**config.mk**
```make
export PLATFORM = sky130hd
export DESIGN_NAME = small_set_table_engine
export DESIGN_NICKNAME = d
export VERILOG_FILES = /design/src/rtl/sste_pkg.sv /design/src/rtl/sste_cmp.sv /design/src/rtl/sste_ctrl.sv /design/src/rtl/small_set_table_engine.sv
export SDC_FILE = /design/constraint.sdc
export NUM_CORES = 1
export LEC_CHECK = 0
export ABC_AREA = 1
export BUFFER_PORTS_ARGS = -buffer_cell sky130_fd_sc_hd__buf_2
export CAP_MARGIN = 5
export CORE_MARGIN = 3
export CORE_UTILIZATION = 55
export CTS_CLUSTER_SIZE = 24
export DETAILED_ROUTE_END_ITERATION = 10
export GPL_TIMING_DRIVEN = 0
export PLACE_DENSITY_LB_ADDON = 0.2
export SYNTH_ARGS = -nofsm -noshare
export SYNTH_HDL_FRONTEND = slang
export SYNTH_SLANG_ARGS = --single-unit
export TNS_END_PERCENT = 30
```
**constraint.sdc**
```tcl
create_clock -name clock -period 6.1 [get_ports clock]
set_clock_uncertainty 0.05 [all_clocks]
set_input_delay 0.61 -clock clock [delete_from_list [all_inputs] [get_ports clock]]
set_output_delay 0.61 -clock clock [all_outputs]
set_load 0.05 [all_outputs]
```
**src/rtl/sste_pkg.sv**
```systemverilog
// Shared types and codes for the small set table engine.
package sste_pkg;

   localparam int DATA_W   = 32;
   localparam int KIND_W   = 3;
   localparam int STATUS_W = 3;
   localparam int CNT_W    = 4;

   // command kinds
   localparam logic [KIND_W-1:0] KIND_APPEND_A = 3'd0;
   localparam logic [KIND_W-1:0] KIND_APPEND_B = 3'd1;
   localparam logic [KIND_W-1:0] KIND_SEARCH   = 3'd2;
   localparam logic [KIND_W-1:0] KIND_REMOVE   = 3'd3;
   localparam logic [KIND_W-1:0] KIND_ISECT    = 3'd4;
   localparam logic [KIND_W-1:0] KIND_UNION    = 3'd5;

   // result status codes
   localparam logic [STATUS_W-1:0] STAT_APPENDED    = 3'd0;
   localparam logic [STATUS_W-1:0] STAT_FULL        = 3'd1;
   localparam logic [STATUS_W-1:0] STAT_FOUND       = 3'd2;
   localparam logic [STATUS_W-1:0] STAT_ABSENT      = 3'd3;
   localparam logic [STATUS_W-1:0] STAT_REMOVED     = 3'd4;
   localparam logic [STATUS_W-1:0] STAT_NOT_REMOVED = 3'd5;
   localparam logic [STATUS_W-1:0] STAT_ELEMENT     = 3'd6;
   localparam logic [STATUS_W-1:0] STAT_EMPTY       = 3'd7;

   typedef enum logic [2:0] {
      ST_IDLE,
      ST_SEARCH,
      ST_REMOVE,
      ST_SHIFT,
      ST_ISECT,
      ST_UNION
   } state_type;

   // sequencer to datapath: storage writes, read indexes, compare operand select
   typedef struct packed {
      logic                     a_wr_en;
      logic [CNT_W-1:0]         a_wr_idx;
      logic signed [DATA_W-1:0] a_wr_data;
      logic                     b_wr_en;
      logic [CNT_W-1:0]         b_wr_idx;
      logic signed [DATA_W-1:0] b_wr_data;
      logic [CNT_W-1:0]         a_rd_idx;
      logic [CNT_W-1:0]         b_rd_idx;
      logic                     cmp_use_value;
      logic signed [DATA_W-1:0] cmp_value;
   } ctl_type;

   // datapath to sequencer: read data and compare flags
   typedef struct packed {
      logic signed [DATA_W-1:0] a_rd_data;
      logic signed [DATA_W-1:0] b_rd_data;
      logic                     eq;
      logic                     gt;
   } stat_type;

endpackage

```
**src/rtl/sste_cmp.sv**
```systemverilog
// Shared compare unit: equality and signed greater-than.
module sste_cmp (
   input  logic signed [sste_pkg::DATA_W-1:0] lhs,
   input  logic signed [sste_pkg::DATA_W-1:0] rhs,
   output logic                               eq,
   output logic                               gt
);

   // one equality and one signed magnitude compare, shared by search, remove, intersection and union
   always_comb begin
      eq = (lhs == rhs);
      gt = (lhs > rhs);
   end

endmodule

```
**src/rtl/sste_ctrl.sv**
```systemverilog
// Sequencer: command decode, index counters, set counts and result register.
module sste_ctrl #(
   parameter int SET_CAPACITY = 8
) (
   input  logic                               clock,
   input  logic                               reset,
   input  logic                               start,
   output logic                               busy,
   input  logic [sste_pkg::KIND_W-1:0]        req_kind,
   input  logic signed [sste_pkg::DATA_W-1:0] req_value,
   input  sste_pkg::stat_type                 stat,
   output sste_pkg::ctl_type                  ctl,
   output logic                               rsp_strobe,
   output logic [sste_pkg::STATUS_W-1:0]      rsp_status,
   output logic signed [sste_pkg::DATA_W-1:0] rsp_element,
   output logic                               rsp_last
);

   localparam int CNT_W = sste_pkg::CNT_W;
   localparam logic [CNT_W-1:0] CAP_CNT = CNT_W'(SET_CAPACITY);
   localparam logic [CNT_W-1:0] ONE     = CNT_W'(1);

   sste_pkg::state_type state_ff, state_in;

   logic [CNT_W-1:0]                   i_ff, i_in;
   logic [CNT_W-1:0]                   j_ff, j_in;
   logic [CNT_W-1:0]                   a_count_ff, a_count_in;
   logic [CNT_W-1:0]                   b_count_ff, b_count_in;
   logic signed [sste_pkg::DATA_W-1:0] value_ff, value_in;
   logic                               pend_valid_ff, pend_valid_in;
   logic signed [sste_pkg::DATA_W-1:0] pend_elem_ff, pend_elem_in;
   logic                               out_strobe_ff, out_strobe_in;
   logic [sste_pkg::STATUS_W-1:0]      out_status_ff, out_status_in;
   logic signed [sste_pkg::DATA_W-1:0] out_elem_ff, out_elem_in;
   logic                               out_last_ff, out_last_in;

   // per-cycle requests into the result stage
   logic                               push;
   logic signed [sste_pkg::DATA_W-1:0] push_data;
   logic                               finish;
   logic                               single;
   logic [sste_pkg::STATUS_W-1:0]      single_status;

   logic a_done;
   logic b_done;

   assign a_done = (i_ff >= a_count_ff);
   assign b_done = (j_ff >= b_count_ff);

   // state and counter registers
   always_ff @(posedge clock) begin
      if (reset) begin
         state_ff      <= sste_pkg::ST_IDLE;
         i_ff          <= '0;
         j_ff          <= '0;
         a_count_ff    <= '0;
         b_count_ff    <= '0;
         pend_valid_ff <= 1'b0;
         out_strobe_ff <= 1'b0;
      end else begin
         state_ff      <= state_in;
         i_ff          <= i_in;
         j_ff          <= j_in;
         a_count_ff    <= a_count_in;
         b_count_ff    <= b_count_in;
         pend_valid_ff <= pend_valid_in;
         out_strobe_ff <= out_strobe_in;
      end
   end

   // payload registers
   always_ff @(posedge clock) begin
      value_ff      <= value_in;
      pend_elem_ff  <= pend_elem_in;
      out_status_ff <= out_status_in;
      out_elem_ff   <= out_elem_in;
      out_last_ff   <= out_last_in;
   end

   // next state and datapath control
   always_comb begin
      state_in      = state_ff;
      i_in          = i_ff;
      j_in          = j_ff;
      a_count_in    = a_count_ff;
      b_count_in    = b_count_ff;
      value_in      = value_ff;
      push          = 1'b0;
      push_data     = stat.a_rd_data;
      finish        = 1'b0;
      single        = 1'b0;
      single_status = sste_pkg::STAT_EMPTY;

      ctl               = '0;
      ctl.a_rd_idx      = i_ff;
      ctl.b_rd_idx      = j_ff;
      ctl.cmp_value     = value_ff;
      ctl.a_wr_idx      = a_count_ff;
      ctl.b_wr_idx      = b_count_ff;
      ctl.a_wr_data     = req_value;
      ctl.b_wr_data     = req_value;

      busy = (state_ff != sste_pkg::ST_IDLE);

      unique case (state_ff)
         sste_pkg::ST_IDLE: begin
            if (start) begin
               value_in = req_value;
               i_in     = '0;
               j_in     = '0;
               unique case (req_kind)
                  sste_pkg::KIND_APPEND_A: begin
                     single = 1'b1;
                     if (a_count_ff >= CAP_CNT) begin
                        single_status = sste_pkg::STAT_FULL;
                     end else begin
                        single_status = sste_pkg::STAT_APPENDED;
                        ctl.a_wr_en   = 1'b1;
                        a_count_in    = a_count_ff + ONE;
                     end
                  end
                  sste_pkg::KIND_APPEND_B: begin
                     single = 1'b1;
                     if (b_count_ff >= CAP_CNT) begin
                        single_status = sste_pkg::STAT_FULL;
                     end else begin
                        single_status = sste_pkg::STAT_APPENDED;
                        ctl.b_wr_en   = 1'b1;
                        b_count_in    = b_count_ff + ONE;
                     end
                  end
                  sste_pkg::KIND_SEARCH: state_in = sste_pkg::ST_SEARCH;
                  sste_pkg::KIND_REMOVE: state_in = sste_pkg::ST_REMOVE;
                  sste_pkg::KIND_ISECT:  state_in = sste_pkg::ST_ISECT;
                  sste_pkg::KIND_UNION:  state_in = sste_pkg::ST_UNION;
                  default: ;
               endcase
            end
         end

         // walk A against the command value
         sste_pkg::ST_SEARCH: begin
            ctl.cmp_use_value = 1'b1;
            if (a_done) begin
               single        = 1'b1;
               single_status = sste_pkg::STAT_ABSENT;
               state_in      = sste_pkg::ST_IDLE;
            end else if (stat.eq) begin
               single        = 1'b1;
               single_status = sste_pkg::STAT_FOUND;
               state_in      = sste_pkg::ST_IDLE;
            end else begin
               i_in = i_ff + ONE;
            end
         end

         sste_pkg::ST_REMOVE: begin
            ctl.cmp_use_value = 1'b1;
            if (a_done) begin
               single        = 1'b1;
               single_status = sste_pkg::STAT_NOT_REMOVED;
               state_in      = sste_pkg::ST_IDLE;
            end else if (stat.eq) begin
               state_in = sste_pkg::ST_SHIFT;
            end else begin
               i_in = i_ff + ONE;
            end
         end

         // close the gap: A[i] <= A[i+1], one entry a cycle
         sste_pkg::ST_SHIFT: begin
            ctl.a_rd_idx = i_ff + ONE;
            if ((i_ff + ONE) < a_count_ff) begin
               ctl.a_wr_en   = 1'b1;
               ctl.a_wr_idx  = i_ff;
               ctl.a_wr_data = stat.a_rd_data;
               i_in          = i_ff + ONE;
            end else begin
               a_count_in    = a_count_ff - ONE;
               single        = 1'b1;
               single_status = sste_pkg::STAT_REMOVED;
               state_in      = sste_pkg::ST_IDLE;
            end
         end

         // every A entry against every B entry, A order
         sste_pkg::ST_ISECT: begin
            if (a_done) begin
               finish   = 1'b1;
               state_in = sste_pkg::ST_IDLE;
            end else if (b_done) begin
               i_in = i_ff + ONE;
               j_in = '0;
            end else begin
               push      = stat.eq;
               push_data = stat.a_rd_data;
               j_in      = j_ff + ONE;
            end
         end

         // merge; equal heads emit once and both advance
         sste_pkg::ST_UNION: begin
            if (a_done && b_done) begin
               finish   = 1'b1;
               state_in = sste_pkg::ST_IDLE;
            end else if (a_done) begin
               push      = 1'b1;
               push_data = stat.b_rd_data;
               j_in      = j_ff + ONE;
            end else if (b_done) begin
               push      = 1'b1;
               push_data = stat.a_rd_data;
               i_in      = i_ff + ONE;
            end else if (stat.eq) begin
               push      = 1'b1;
               push_data = stat.a_rd_data;
               i_in      = i_ff + ONE;
               j_in      = j_ff + ONE;
            end else if (stat.gt) begin
               push      = 1'b1;
               push_data = stat.b_rd_data;
               j_in      = j_ff + ONE;
            end else begin
               push      = 1'b1;
               push_data = stat.a_rd_data;
               i_in      = i_ff + ONE;
            end
         end

         default: state_in = sste_pkg::ST_IDLE;
      endcase
   end

   // result stage: one element is held back so the final one can carry last
   always_comb begin
      pend_valid_in = pend_valid_ff;
      pend_elem_in  = pend_elem_ff;
      out_strobe_in = 1'b0;
      out_status_in = single_status;
      out_elem_in   = '0;
      out_last_in   = 1'b1;

      if ((state_ff == sste_pkg::ST_IDLE) && start) begin
         pend_valid_in = 1'b0;
      end

      if (single) begin
         out_strobe_in = 1'b1;
      end else if (push) begin
         pend_valid_in = 1'b1;
         pend_elem_in  = push_data;
         if (pend_valid_ff) begin
            out_strobe_in = 1'b1;
            out_status_in = sste_pkg::STAT_ELEMENT;
            out_elem_in   = pend_elem_ff;
            out_last_in   = 1'b0;
         end
      end else if (finish) begin
         out_strobe_in = 1'b1;
         pend_valid_in = 1'b0;
         if (pend_valid_ff) begin
            out_status_in = sste_pkg::STAT_ELEMENT;
            out_elem_in   = pend_elem_ff;
         end else begin
            out_status_in = sste_pkg::STAT_EMPTY;
         end
      end
   end

   assign rsp_strobe  = out_strobe_ff;
   assign rsp_status  = out_status_ff;
   assign rsp_element = out_elem_ff;
   assign rsp_last    = out_last_ff;

endmodule

```
**src/rtl/small_set_table_engine.sv**
```systemverilog
// Top level: set storage, read selection, shared compare unit and sequencer.
//
//   channel   ports                                    transfer
//   command   start, busy, req_kind, req_value         start high while busy low
//   result    rsp_strobe, rsp_status, rsp_element,     every cycle rsp_strobe is high
//             rsp_last
//
// Append and kinds 6/7 finish in the command cycle; busy stays low.
// Search and remove scan A one entry a cycle, and remove then moves each later entry down
// one place a cycle.
// Intersection and union run on the single compare unit, which sees one A entry and one B
// entry per cycle.
// A single result leaves the cycle after the deciding cycle; an element leaves the cycle
// after the next element is found or the list ends. The receiver cannot stall.
// Synchronous reset empties both sets.
module small_set_table_engine #(
   parameter int SET_CAPACITY = 8
) (
   input  logic                               clock,
   input  logic                               reset,
   input  logic                               start,
   output logic                               busy,
   input  logic [sste_pkg::KIND_W-1:0]        req_kind,
   input  logic signed [sste_pkg::DATA_W-1:0] req_value,
   output logic                               rsp_strobe,
   output logic [sste_pkg::STATUS_W-1:0]      rsp_status,
   output logic signed [sste_pkg::DATA_W-1:0] rsp_element,
   output logic                               rsp_last
);

   localparam int CNT_W = sste_pkg::CNT_W;

   logic signed [sste_pkg::DATA_W-1:0] a_mem_ff [SET_CAPACITY];
   logic signed [sste_pkg::DATA_W-1:0] b_mem_ff [SET_CAPACITY];

   sste_pkg::ctl_type  ctl;
   sste_pkg::stat_type stat;

   logic signed [sste_pkg::DATA_W-1:0] a_rd;
   logic signed [sste_pkg::DATA_W-1:0] b_rd;
   logic signed [sste_pkg::DATA_W-1:0] cmp_rhs;
   logic                               cmp_eq;
   logic                               cmp_gt;

   // set storage, one write port each
   always_ff @(posedge clock) begin
      for (int k = 0; k < SET_CAPACITY; k++) begin
         if (ctl.a_wr_en && (ctl.a_wr_idx == CNT_W'(k))) begin
            a_mem_ff[k] <= ctl.a_wr_data;
         end
         if (ctl.b_wr_en && (ctl.b_wr_idx == CNT_W'(k))) begin
            b_mem_ff[k] <= ctl.b_wr_data;
         end
      end
   end

   // one read port per set
   always_comb begin
      a_rd = '0;
      b_rd = '0;
      for (int k = 0; k < SET_CAPACITY; k++) begin
         if (ctl.a_rd_idx == CNT_W'(k)) begin
            a_rd = a_mem_ff[k];
         end
         if (ctl.b_rd_idx == CNT_W'(k)) begin
            b_rd = b_mem_ff[k];
         end
      end
   end

   // compare A entry against command value or B entry
   assign cmp_rhs = ctl.cmp_use_value ? ctl.cmp_value : b_rd;

   sste_cmp u_cmp (
      .lhs (a_rd),
      .rhs (cmp_rhs),
      .eq  (cmp_eq),
      .gt  (cmp_gt)
   );

   always_comb begin
      stat.a_rd_data = a_rd;
      stat.b_rd_data = b_rd;
      stat.eq        = cmp_eq;
      stat.gt        = cmp_gt;
   end

   sste_ctrl #(
      .SET_CAPACITY (SET_CAPACITY)
   ) u_ctrl (
      .clock       (clock),
      .reset       (reset),
      .start       (start),
      .busy        (busy),
      .req_kind    (req_kind),
      .req_value   (req_value),
      .stat        (stat),
      .ctl         (ctl),
      .rsp_strobe  (rsp_strobe),
      .rsp_status  (rsp_status),
      .rsp_element (rsp_element),
      .rsp_last    (rsp_last)
   );

endmodule

```
==> results.py, run 1 <==
metrics = {
    "placed_design": {
        "place_inst": 3080,
        "dp_hpwl_um": 47500,
        "postPlaceCellArea_mm2": 0.0285,
        "portBuffers": 74,
        "gp_congestion": 0.929,
    },
    "grt": {
        "grt_max_degree": 33,
        "busiest_layer": "met2",
        "antenna_found_initial": 0,
        "grt_pass1_wl_um": 102000,
        "track_usage_pct": 26.2,
        "grtUsageMet1_pct": 37.0,
        "grt_util_met2_pct": 42.1,
        "use_met3_pct": 4.31,
        "grt_pass1_vias": 17739,
        "grt_remaining_overflow": 0,
    },
    "final_layout": {
        "drive_gt1_share_pct": 12.7,
        "final_common_cell": "nand2_1",
        "fin_area_mm2": 0.0307,
        "synthToLayoutAreaGrowth_pct": 14.1,
        "nFillCells": 3671,
        "final_cell_mix": "nand2_1 (607), edfxtp_1 (576), inv_1 (192), nor2_1 (180), nand3_1 (167)",
        "fin_cells": 3201,
        "fin_nets": 2626,
    },
    "run": {
        "max_cap_viol_count": 0,
    },
    "status": {
        "outcome": "finished clean",
    },
    "floorplanning": {
        "initial_core_util_pct": 56.0,
        "rows": 80,
        "dieHeight_um": 227,
        "fp.dieW_um": 227,
        "io_pins": 76,
        "design.core.area_mm2": 0.0480,
        "design.die.area_mm2": 0.0516,
    },
    "route": {
        "vias": 18213,
        "wl_um": 66300,
        "vias_per_cell": 5.69,
        "antenna_left": 0,
        "firstDrtPassIters": 6,
        "drc": 0,
        "drtIter0Drc": 1663,
        "wl_per_cell_um": 20.7,
    },
    "cts": {
        "cts.sinks": 633,
        "cts_hold_buf": 0,
        "cts_max_level": 3,
        "root_buffer": "clkbuf_16",
        "cts_made_buffers": 67,
        "clock_path_buffers": 3,
        "clk_pin_slew_ps": 60,
        "cts_tree": "built",
        "clock_latency_ps": 610,
    },
    "power_and_ir_drop": {
        "power.density_mw_per_mm2": 402,
        "total_power_w": 0.0124,
        "leakage_nw": 11.8,
        "peakVddDrop_mv": 0.281,
    },
    "yosys": {
        "yosys-top-cells-area": "edfxtp_1 (64%), nand2_1 (8.5%), dfxtp_1 (4.2%), nand3_1 (3.1%), nor2_1 (2.8%)",
        "avgSynthCellArea_um2": 11.3,
        "synth-main-ff-cell": "edfxtp_1",
        "syn-num-nets": 2469,
        "async_flop_share_pct": 0,
        "synth_seq_cells": 633,
        "synth_area_mm2": 0.0269,
        "yosysTopAreaCell": "edfxtp_1",
        "synth-warning-count": 0,
        "synth-seq-area-share_pct": 68.5,
        "synth.distinct_cells": 52,
        "synth_edf_count": 576,
        "synthCells": 2377,
        "netlist.area_leader.share_pct": 64.3,
    },
    "worst_setup_path": {
        "slowest_stage": "clkbuf_1",
        "reg2reg_slack_ps": 300,
        "crit_fanout": 10,
        "worstSetupPathType": "reg2reg",
        "endpoint_kind": "flip-flop",
        "critPathArrivalTime_ps": 6210,
        "crit_required_ps": 6510,
        "crit_top_cell": "nor2_1",
        "slowest_delay_ps": 540,
        "reg2regPathDepth": 23,
        "cp-start-kind": "flip-flop",
        "crit_path_cell_trace": "inv_1 > ha_1 > inv_2 > nor2_1 > inv_2 > clkbuf_1 > nor2_1 > nor2_1 > o21ai_0 > a31oi_1 > mux2i_1 > ha_1 > nand2_1 > nor2_1 > nand4_1 > nor4_2 > nand2_1 > o21bai_4 > nand2_1 > o21ai_1 > inv_1 > buf_2 > nor2_1",
    },
    "timing": {
        "tightest_slew_ps": 1010,
        "rsz0062_at_grt": "false",
        "maxSlewHeadroom_pct": 32.5,
        "finalCritPeriodShare_pct": 95.1,
        "setup_viol": 0,
        "max_freq_mhz": 172,
        "hold_viol_final": 0,
        "slew_violations": 0,
        "fin_crit_ps": 5800,
    },
    "min_path": {
        "hold_path.class": "in2reg",
        "hold_depth": 1,
    },
}
-- cells by family (layout without fill, tap and decap cells) --
| family | Yosys count | count (layout) | synth area share, % |
|---|---|---|---|
| other | 0 | 1 | 0 |
| DFF | 633 | 633 | 68.5 |
| muxes | 8 | 8 | 0.298 |
| and+or+nand+nor | 1134 | 1134 | 18.5 |
| AOI/OAI and AO/OA | 240 | 240 | 5.35 |
| adders and majority gates | 54 | 54 | 2.51 |
| buffers and inverters | 302 | 510 | 4.63 |
| xor gates and xnor gates | 6 | 6 | 0.195 |
-- per-stage QoR --
step                      setup WS [ps]  util, %  TNS, ps  hold WS [ps]
after global routing               1.43     63.9        0           289
after detailed placement            167     59.2        0           369
after floorplan                    1080        -        0           351
final                               301     63.9        0           302
after CTS                           107     63.9        0           282
after global placement            -1240     58.4  -302900           373
-- layer usage --
layer	part of all wire, %	wire length (µm)
met5	0	0
met4	2.3	1550
met3	7.6	5020
met2	47	31100
met1	43	28600
-- repair_timing --
item,CTS,global route
endpoints found under the hold margin,0,0
setup endpoints to repair,0,58
setup buffers,0,0
resized for setup,0,7
-- cell usage after synthesis, drive strengths merged (2+ instances only) --
library cell and instances:
clkbuf 55, nand2 619, a211oi 5, a21o 4, nor2 207, or2 52, xor2 5, a21boi 14
mux2i 8, a31oi 10, a21oi 71, ha 54, edfxtp 576, o211ai 49, dfxtp 57, o21bai 2
nor4 4, buf 43, nand3 167, nand4 78, inv 203, o21ai 81, nor3 5
-- worst max-delay path: cells and delay by family (launching register included) --
family,cells,cell delay (ps)
flip-flops,1,440
multiplexers,1,130
AO/OA/AOI/OAI,4,980
buffers and inverters,6,1560
adder cells (fa/ha/maj),2,560
AND/OR/NAND/NOR,10,1930
-- state kept, by name, summed over array words and instances, names as in the netlist --
signal                cells
a_mem_ff                256
b_mem_ff                256
u_ctrl.state_ff           3
u_ctrl.rsp_status         3
u_ctrl.rsp_element       32
u_ctrl.a_count_ff         4
u_ctrl.pend_elem_ff      32
u_ctrl.pend_valid_ff      1
u_ctrl.rsp_strobe         1
u_ctrl.j_ff               4
u_ctrl.rsp_last           1
u_ctrl.value_ff          32
u_ctrl.i_ff               4
u_ctrl.b_count_ff         4
-- where the power goes --
| part | internal (W) | switching [W] | total, W | leakage, nW |
|---|---|---|---|---|
| logic | 0.000953 | 0.00224 | 0.00320 | 5.09 |
| clock network | 0.00248 | 0.00165 | 0.00413 | 1.09 |
| registers | 0.00498 | 0.0000548 | 0.00503 | 5.66 |
| total | 0.00841 | 0.00395 | 0.0124 | 11.8 |
-- final cells by class --
cell class | instances | area, µm² | share of cell area [%]
repair buffers | 88 | 651 | 2.12
multi-input cells | 1442 | 7370 | 24.0
diodes | 1 | 2.50 | 0.00815
plain buffers | 98 | 484 | 1.58
well taps | 615 | 769 | 2.51
inverters | 204 | 766 | 2.49
clock inverters | 32 | 373 | 1.21
flip-flops and latches | 633 | 18400 | 60.1
clock buffers | 88 | 1850 | 6.02
-- final timing paths --
path                                       to                       startpoint
max reg2reg  u_ctrl.rsp_element[5]$_SDFF_PP0_      u_ctrl.j_ff[1]$_SDFFE_PP0P_
min             u_ctrl.value_ff[12]$_DFFE_PP_                    req_value[12]
min reg2reg        u_ctrl.rsp_last$_SDFF_PN1_  u_ctrl.pend_valid_ff$_SDFF_PP0_
max          u_ctrl.rsp_element[5]$_SDFF_PP0_      u_ctrl.j_ff[1]$_SDFFE_PP0P_
Note: power is estimated with default switching activity, not from simulation.
==> run 2: changes to the inputs <==
--- a/config.mk
+++ b/config.mk
@@ -5,7 +5,6 @@
 export SDC_FILE = /design/constraint.sdc
 export NUM_CORES = 1
 export LEC_CHECK = 0
-export ABC_AREA = 1
 export BUFFER_PORTS_ARGS = -buffer_cell sky130_fd_sc_hd__buf_2
 export CAP_MARGIN = 5
 export CORE_MARGIN = 3
==> run 2 against run 1 <==
Hold slack lost 32 ps. Non-clock buffer count increased by 6. Die area shrank 3.1%. Design area shrank 3.4%. Clock power fell by 5.6%. Combinational power decreased by 69%. Sequential power decreased by 4.2%. Critical path type unchanged. Critical endpoint is now u_ctrl.pend_elem_ff[8]$_DFFE_PP_.
==> results.py, run 2 <==
metrics = {
    "final_layout": {
        "final_common_cell": "edfxtp_1",
        "fin_nets": 2023,
        "fin_util_pct": 63.6,
        "fin_cells": 2586,
        "synthToLayoutAreaGrowth_pct": 13.8,
        "reg.largest.list": "a_mem_ff x256, b_mem_ff x256",
        "drive_gt1_share_pct": 17.4,
        "final_cell_mix": "edfxtp_1 (576), nand2_1 (145), buf_2 (101), nor2_1 (101), o21ai_0 (84)",
    },
    "route": {
        "vias": 16115,
        "vias_per_cell": 6.23,
        "drtIter0Drc": 2033,
        "wl_per_cell_um": 24.8,
        "antenna_left": 0,
        "wl_um": 64200,
        "firstDrtPassIters": 7,
        "drc": 0,
    },
    "min_path": {
        "hold_path.class": "in2reg",
    },
    "timing": {
        "slew_violations": 0,
        "hold_viol_final": 0,
        "maxSlewHeadroom_pct": 32.7,
        "setup_ws_ps": 300,
        "hold_slack_ps": 270,
        "finalCritPeriodShare_pct": 95.1,
        "tightest_slew_ps": 999,
        "max_freq_mhz": 172,
        "rsz0062_at_grt": "false",
        "setup_viol": 0,
        "fin_crit_ps": 5800,
    },
    "placed_design": {
        "dp_hpwl_um": 43900,
        "portBuffers": 75,
        "place_inst": 2469,
        "place_ws_ps": -658,
        "gp_congestion": 0.892,
    },
    "power_and_ir_drop": {
        "leakage_nw": 10.5,
        "total_power_w": 0.00972,
        "p_switching_w": 0.00227,
        "p_sw_share_pct": 23.3,
        "internal-power_w": 0.00746,
        "peakVddDrop_mv": 0.257,
        "clock_power_share_pct": 40.1,
        "seq_power_share_pct": 49.6,
        "combPwrFrac_pct": 10.3,
        "power.density_mw_per_mm2": 328,
    },
    "cts": {
        "cts_max_level": 2,
        "clk_pin_slew_ps": 60,
        "root_buffer": "clkbuf_16",
        "cts_made_buffers": 61,
        "clock_path_buffers": 3,
        "cts.sinks": 633,
        "cts_tree": "built",
        "clock_latency_ps": 630,
    },
    "yosys": {
        "avgSynthCellArea_um2": 14.6,
        "netlist.area_leader.share_pct": 66.4,
        "synth_seq_cells": 633,
        "synth-main-ff-cell": "edfxtp_1",
        "syn-num-nets": 1871,
        "synth_edf_count": 576,
        "synth_area_mm2": 0.0261,
        "synth-seq-area-share_pct": 70.8,
        "synth.distinct_cells": 85,
        "yosys-top-cells-area": "edfxtp_1 (66%), dfxtp_1 (4.4%), ha_1 (2.6%), nand2_1 (2.1%), a222oi_1 (2.0%)",
        "synthCells": 1779,
        "yosysTopAreaCell": "edfxtp_1",
        "synth.most_common_cell": "edfxtp_1",
        "synth-warning-count": 0,
        "async_flop_share_pct": 0,
        "synth_common_cells": "edfxtp_1 (576), nand2_1 (145), nor2_1 (109)",
    },
    "worst_setup_path": {
        "cp_num_buf_inv": 3,
        "crit_path_cell_trace": "ha_1 > clkbuf_1 > a31oi_1 > o31ai_1 > buf_2 > o21ai_0 > o2bb2ai_1 > a31oi_1 > ha_1 > nand2_1 > nor2_1 > a211oi_1 > o211ai_1 > or3_1 > a21oi_2 > nor2_4 > buf_4 > mux2_1",
        "cp-start-kind": "flip-flop",
        "slowest_stage": "o31ai_1",
        "worstSetupPathType": "reg2reg",
        "critPathArrivalTime_ps": 6120,
        "crit_fanout": 10,
        "path_delay_family": "compound AO/OA/AOI/OAI gates",
        "crit_required_ps": 6420,
        "slowest_delay_ps": 590,
        "endpoint_kind": "flip-flop",
    },
    "floorplanning": {
        "design.core.area_mm2": 0.0467,
        "dieHeight_um": 224,
        "design.die.area_mm2": 0.0500,
        "initial_core_util_pct": 55.9,
        "fp.dieW_um": 224,
        "io_pins": 76,
        "rows": 79,
    },
    "grt": {
        "antenna_found_initial": 0,
        "grt_remaining_overflow": 0,
        "track_usage_pct": 25.7,
        "grt_pass1_vias": 15597,
        "grt_max_degree": 33,
        "grt_pass1_wl_um": 97000,
    },
    "run": {
        "max_cap_viol_count": 0,
    },
    "status": {
        "outcome": "finished clean",
    },
}
run 2: cell count changes after synthesis, sizes merged, moves of 57 or more:
cell    before  now
nand2      619  146
nand3      167   15
inv        203   64
nor2       207  112
nand4       78    9
a221oi       1   58
run 2: metrics by stage:
stage	TNS, ps	cell area, µm²
floorplan	0	26100
global placement	-206100	27200
detailed placement	-16130	27400
CTS	0	29600
global route	0	29600
finish	0	29700
run 2: final timing paths:
path,from,end,slack (ps),cells after the start
setup / recovery,u_ctrl.i_ff[1]$_SDFFE_PP0P_,u_ctrl.pend_elem_ff[8]$_DFFE_PP_,300,18
hold / removal,req_value[17],u_ctrl.value_ff[17]$_DFFE_PP_,270,1
setup reg to reg,u_ctrl.i_ff[1]$_SDFFE_PP0P_,u_ctrl.pend_elem_ff[8]$_DFFE_PP_,300,18
hold reg to reg,u_ctrl.pend_valid_ff$_SDFF_PP0_,u_ctrl.rsp_last$_SDFF_PN1_,390,1
run 2: layer usage:
| metal | GRT usage (%) | routed length, µm | vias up |
|---|---|---|---|
| met5 | 0 | 0 | - |
| met4 | 7.41 | 1650 | 0 |
| met3 | 4.09 | 5160 | 98 |
| li1 | - | - | 7260 |
| met2 | 40.1 | 29900 | 686 |
| met1 | 37.9 | 27400 | 8071 |
run 2: kinds of logic after synthesis:
group                      Yosys count  share of synthesized area (%)
muxes                               83                           3.44
AOI/OAI and AO/OA                  415                           12.3
buffers and inverters              168                           2.82
xor gates and xnor gates            14                          0.600
DFF                                633                           70.8
adders and majority gates           54                           2.59
and+or+nand+nor                    412                           7.54
run 2: layout make-up:
class                   instances  area, µm²
repair buffers                 88        601
diodes                          1       2.50
clock buffers                  83       1760
flip-flops and latches        633      18400
fillers                      3367      17000
clock inverters                27        337
multi-input cells             979       7020
plain buffers                 104        503
inverters                      64        240
well taps                     607        759
run 2: power groups by stage:
stage	logic (W)	registers, W	clock network (W)
final	0.00100	0.00482	0.00390
after global routing	0.00108	0.00483	0.00411
after CTS	0.000974	0.00483	0.00394
after detailed placement	0.000961	0.00492	0
after global placement	0.000944	0.00492	0
after floorplan	0.000606	0.00494	0
run 2: what timing repair did:
action,CTS,global route
resized for setup,8,11
buffers inserted,0,4
endpoints found under the setup margin,50,64
cloned,1,0
hold buffers,0,0
pin swaps,0,4
==> run 3: changes to the inputs <==
--- a/config.mk
+++ b/config.mk
@@ -11,7 +11,6 @@
 export CORE_UTILIZATION = 55
 export CTS_CLUSTER_SIZE = 24
 export DETAILED_ROUTE_END_ITERATION = 10
-export GPL_TIMING_DRIVEN = 0
 export PLACE_DENSITY_LB_ADDON = 0.2
 export SYNTH_ARGS = -nofsm -noshare
 export SYNTH_HDL_FRONTEND = slang
==> run 3 against run 2 <==
Utilization fell by 0.31 points. Largest cell class unchanged. Sequential power is essentially flat. Critical path type unchanged. Die area did not move.
==> results.py, run 3 (same netlist as run 2, synthesis figures left out) <==
metrics = {
    "status": {
        "outcome": "finished clean",
    },
    "final_layout": {
        "multiInputGateArea_mm2": 0.00700,
        "fin_nets": 1987,
        "drive_gt1_share_pct": 18.7,
        "final_cell_mix": "edfxtp_1 (576), nand2_1 (144), nor2_1 (101), o21ai_0 (85), buf_4 (78)",
        "reg.largest.list": "a_mem_ff x256, b_mem_ff x256",
        "final_common_cell": "edfxtp_1",
        "synthToLayoutAreaGrowth_pct": 13.2,
        "ff_latch_area_mm2": 0.0184,
        "n_antenna_cell": 0,
        "nFillCells": 3452,
    },
    "timing": {
        "maxSlewHeadroom_pct": 25.3,
        "setup_viol": 0,
        "finalCritPeriodShare_pct": 93.0,
        "setup_ws_ps": 427,
        "hold_viol_final": 0,
        "fin_crit_ps": 5670,
        "tns_ps": 0,
        "slew_violations": 0,
        "rsz0062_at_grt": "false",
        "max_freq_mhz": 176,
        "tightest_slew_ps": 1110,
    },
    "floorplanning": {
        "dieHeight_um": 224,
        "fp.dieW_um": 224,
        "initial_core_util_pct": 55.9,
        "design.die.area_mm2": 0.0500,
        "design.core.area_mm2": 0.0467,
        "rows": 79,
        "io_pins": 76,
    },
    "cts": {
        "clock_latency_ps": 630,
        "cts.sinks": 633,
        "clk_pin_slew_ps": 70,
        "cts_made_buffers": 61,
        "clock_path_buffers": 3,
        "cts_max_level": 2,
        "cts_hold_buf": 0,
        "cts_tree": "built",
        "root_buffer": "clkbuf_16",
    },
    "power_and_ir_drop": {
        "peakVddDrop_mv": 0.257,
        "leakage_nw": 10.5,
        "power.density_mw_per_mm2": 326,
    },
    "worst_setup_path": {
        "r2r_end": "u_ctrl.pend_elem_ff[29]$_DFFE_PP_",
        "cp-start-kind": "flip-flop",
        "reg2reg_slack_ps": 430,
        "critPathArrivalTime_ps": 5980,
        "crit_path_cell_trace": "ha_1 > and4b_2 > xnor2_4 > nand2_2 > or2_1 > buf_4 > nor2_1 > a211oi_1 > a211oi_2 > inv_1 > ha_1 > a211oi_1 > o21ai_1 > o221ai_1 > o211ai_1 > a211oi_1 > a21oi_2 > nor2_4 > buf_4 > mux2_2",
        "slowest_delay_ps": 480,
        "r2r_start": "u_ctrl.i_ff[0]$_SDFFE_PP0P_",
        "cp_num_buf_inv": 3,
        "crit_fanout": 13,
        "worstSetupPathType": "reg2reg",
        "slowest_stage": "or2_1",
        "reg2regPathDepth": 20,
        "crit_required_ps": 6410,
        "endpoint_kind": "flip-flop",
        "cp_num_cells": 20,
        "path_delay_family": "compound AO/OA/AOI/OAI gates",
        "crit_top_cell": "a211oi_1",
    },
    "route": {
        "antenna_left": 0,
        "wl_um": 62200,
        "vias_per_cell": 6.20,
        "drtIter0Drc": 1774,
        "vias": 15848,
        "firstDrtPassIters": 9,
        "wl_per_cell_um": 24.3,
        "drc": 0,
    },
    "grt": {
        "grt_pass1_vias": 15669,
        "grt_remaining_overflow": 0,
        "antenna_found_initial": 2,
        "grt_max_degree": 65,
        "grt_pass1_wl_um": 95400,
        "track_usage_pct": 24.8,
    },
    "min_path": {
        "hold_depth": 1,
        "worstHoldStart": "req_value[3]",
        "hold_path.class": "in2reg",
        "holdPathEnd": "b_mem_ff[1][35]$_DFFE_PP_",
    },
    "placed_design": {
        "place_ws_ps": 266,
        "dp_hpwl_um": 39900,
        "portBuffers": 75,
        "gp_congestion": 0.872,
    },
    "run": {
        "max_cap_viol_count": 0,
    },
}
[run 3: changes by cell type in the layout (fill, tap and decap cells not counted), moves of 4 or more]
cell       change
and3_1         +7
and3_2         -7
buf_1          -4
buf_2         -26
buf_4         +65
buf_6          -5
clkbuf_1      -48
clkbuf_16      -4
clkbuf_2       -7
[run 3: worst max path at each step]
stage / from / end / slack, ps
2_1_floorplan: u_ctrl.j_ff[1]$_SDFFE_PP0P_ / u_ctrl.rsp_element[22]$_SDFF_PP0_ / 1130
3_5_place_dp: u_ctrl.i_ff[1]$_SDFFE_PP0P_ / u_ctrl.pend_elem_ff[22]$_DFFE_PP_ / 270
4_1_cts: u_ctrl.i_ff[1]$_SDFFE_PP0P_ / u_ctrl.pend_elem_ff[25]$_DFFE_PP_ / 240
5_1_grt: u_ctrl.i_ff[0]$_SDFFE_PP0P_ / u_ctrl.pend_elem_ff[18]$_DFFE_PP_ / 130
3_3_place_gp: u_ctrl.j_ff[0]$_SDFFE_PP0P_ / u_ctrl.pend_elem_ff[17]$_DFFE_PP_ / 400
6_report: u_ctrl.i_ff[0]$_SDFFE_PP0P_ / u_ctrl.pend_elem_ff[29]$_DFFE_PP_ / 430
[run 3: cell type report]
class | count | area share (%)
flip-flops and latches | 633 | 62.5
inverters | 64 | 0.814
well taps | 607 | 2.57
multi-input cells | 978 | 23.7
clock inverters | 31 | 1.15
repair buffers | 157 | 3.53
clock buffers | 85 | 5.72
[run 3: through the flow]
step | hold slack [ps] | total power [W] | cell area [µm²] | std cells | util [%]
2_1_floorplan | 342 | 0.00554 | 26100 | 1779 | -
3_3_place_gp | 372 | 0.00586 | 27400 | 2433 | 58.8
3_5_place_dp | 381 | 0.00588 | 27400 | 2433 | 58.8
4_1_cts | 229 | 0.00966 | 29500 | 2549 | 63.1
5_1_grt | 253 | 0.00994 | 29500 | 2555 | 63.2
6_report | 259 | 0.00962 | 29500 | 2555 | 63.2
[run 3: where the power goes]
part           internal (W)  leakage (nW)  switching [W]  total (W)
clock               0.00219         0.989        0.00161    0.00381
sequential          0.00481          5.66      0.0000182    0.00482
combinational      0.000351          3.81       0.000634   0.000985
[run 3: repair_timing]
action,4_1_cts,5_1_grt
resized for setup,0,2
endpoints found under the setup margin,0,31
buffers inserted,0,6
[run 3: worst register-to-register path, delay by kind of cell, from the launching register on]
kind | cells | cell delay [ps]
AOI/OAI and AO/OA | 8 | 1700
and+or+nand+nor | 5 | 1320
adders and majority gates | 2 | 630
buffers and inverters | 3 | 570
xor gates and xnor gates | 1 | 470
muxes | 1 | 340
DFF | 1 | 310
[run 3: layer usage]
| metal | GRT usage, % | vias up | routed length, µm |
|---|---|---|---|
| met5 | 0 | - | 7 |
| met4 | 6.46 | 2 | 1360 |
| met3 | 4.36 | 97 | 4770 |
| met2 | 40.4 | 625 | 29900 |
| met1 | 35.1 | 7957 | 26200 |
| li1 | - | 7167 | - |
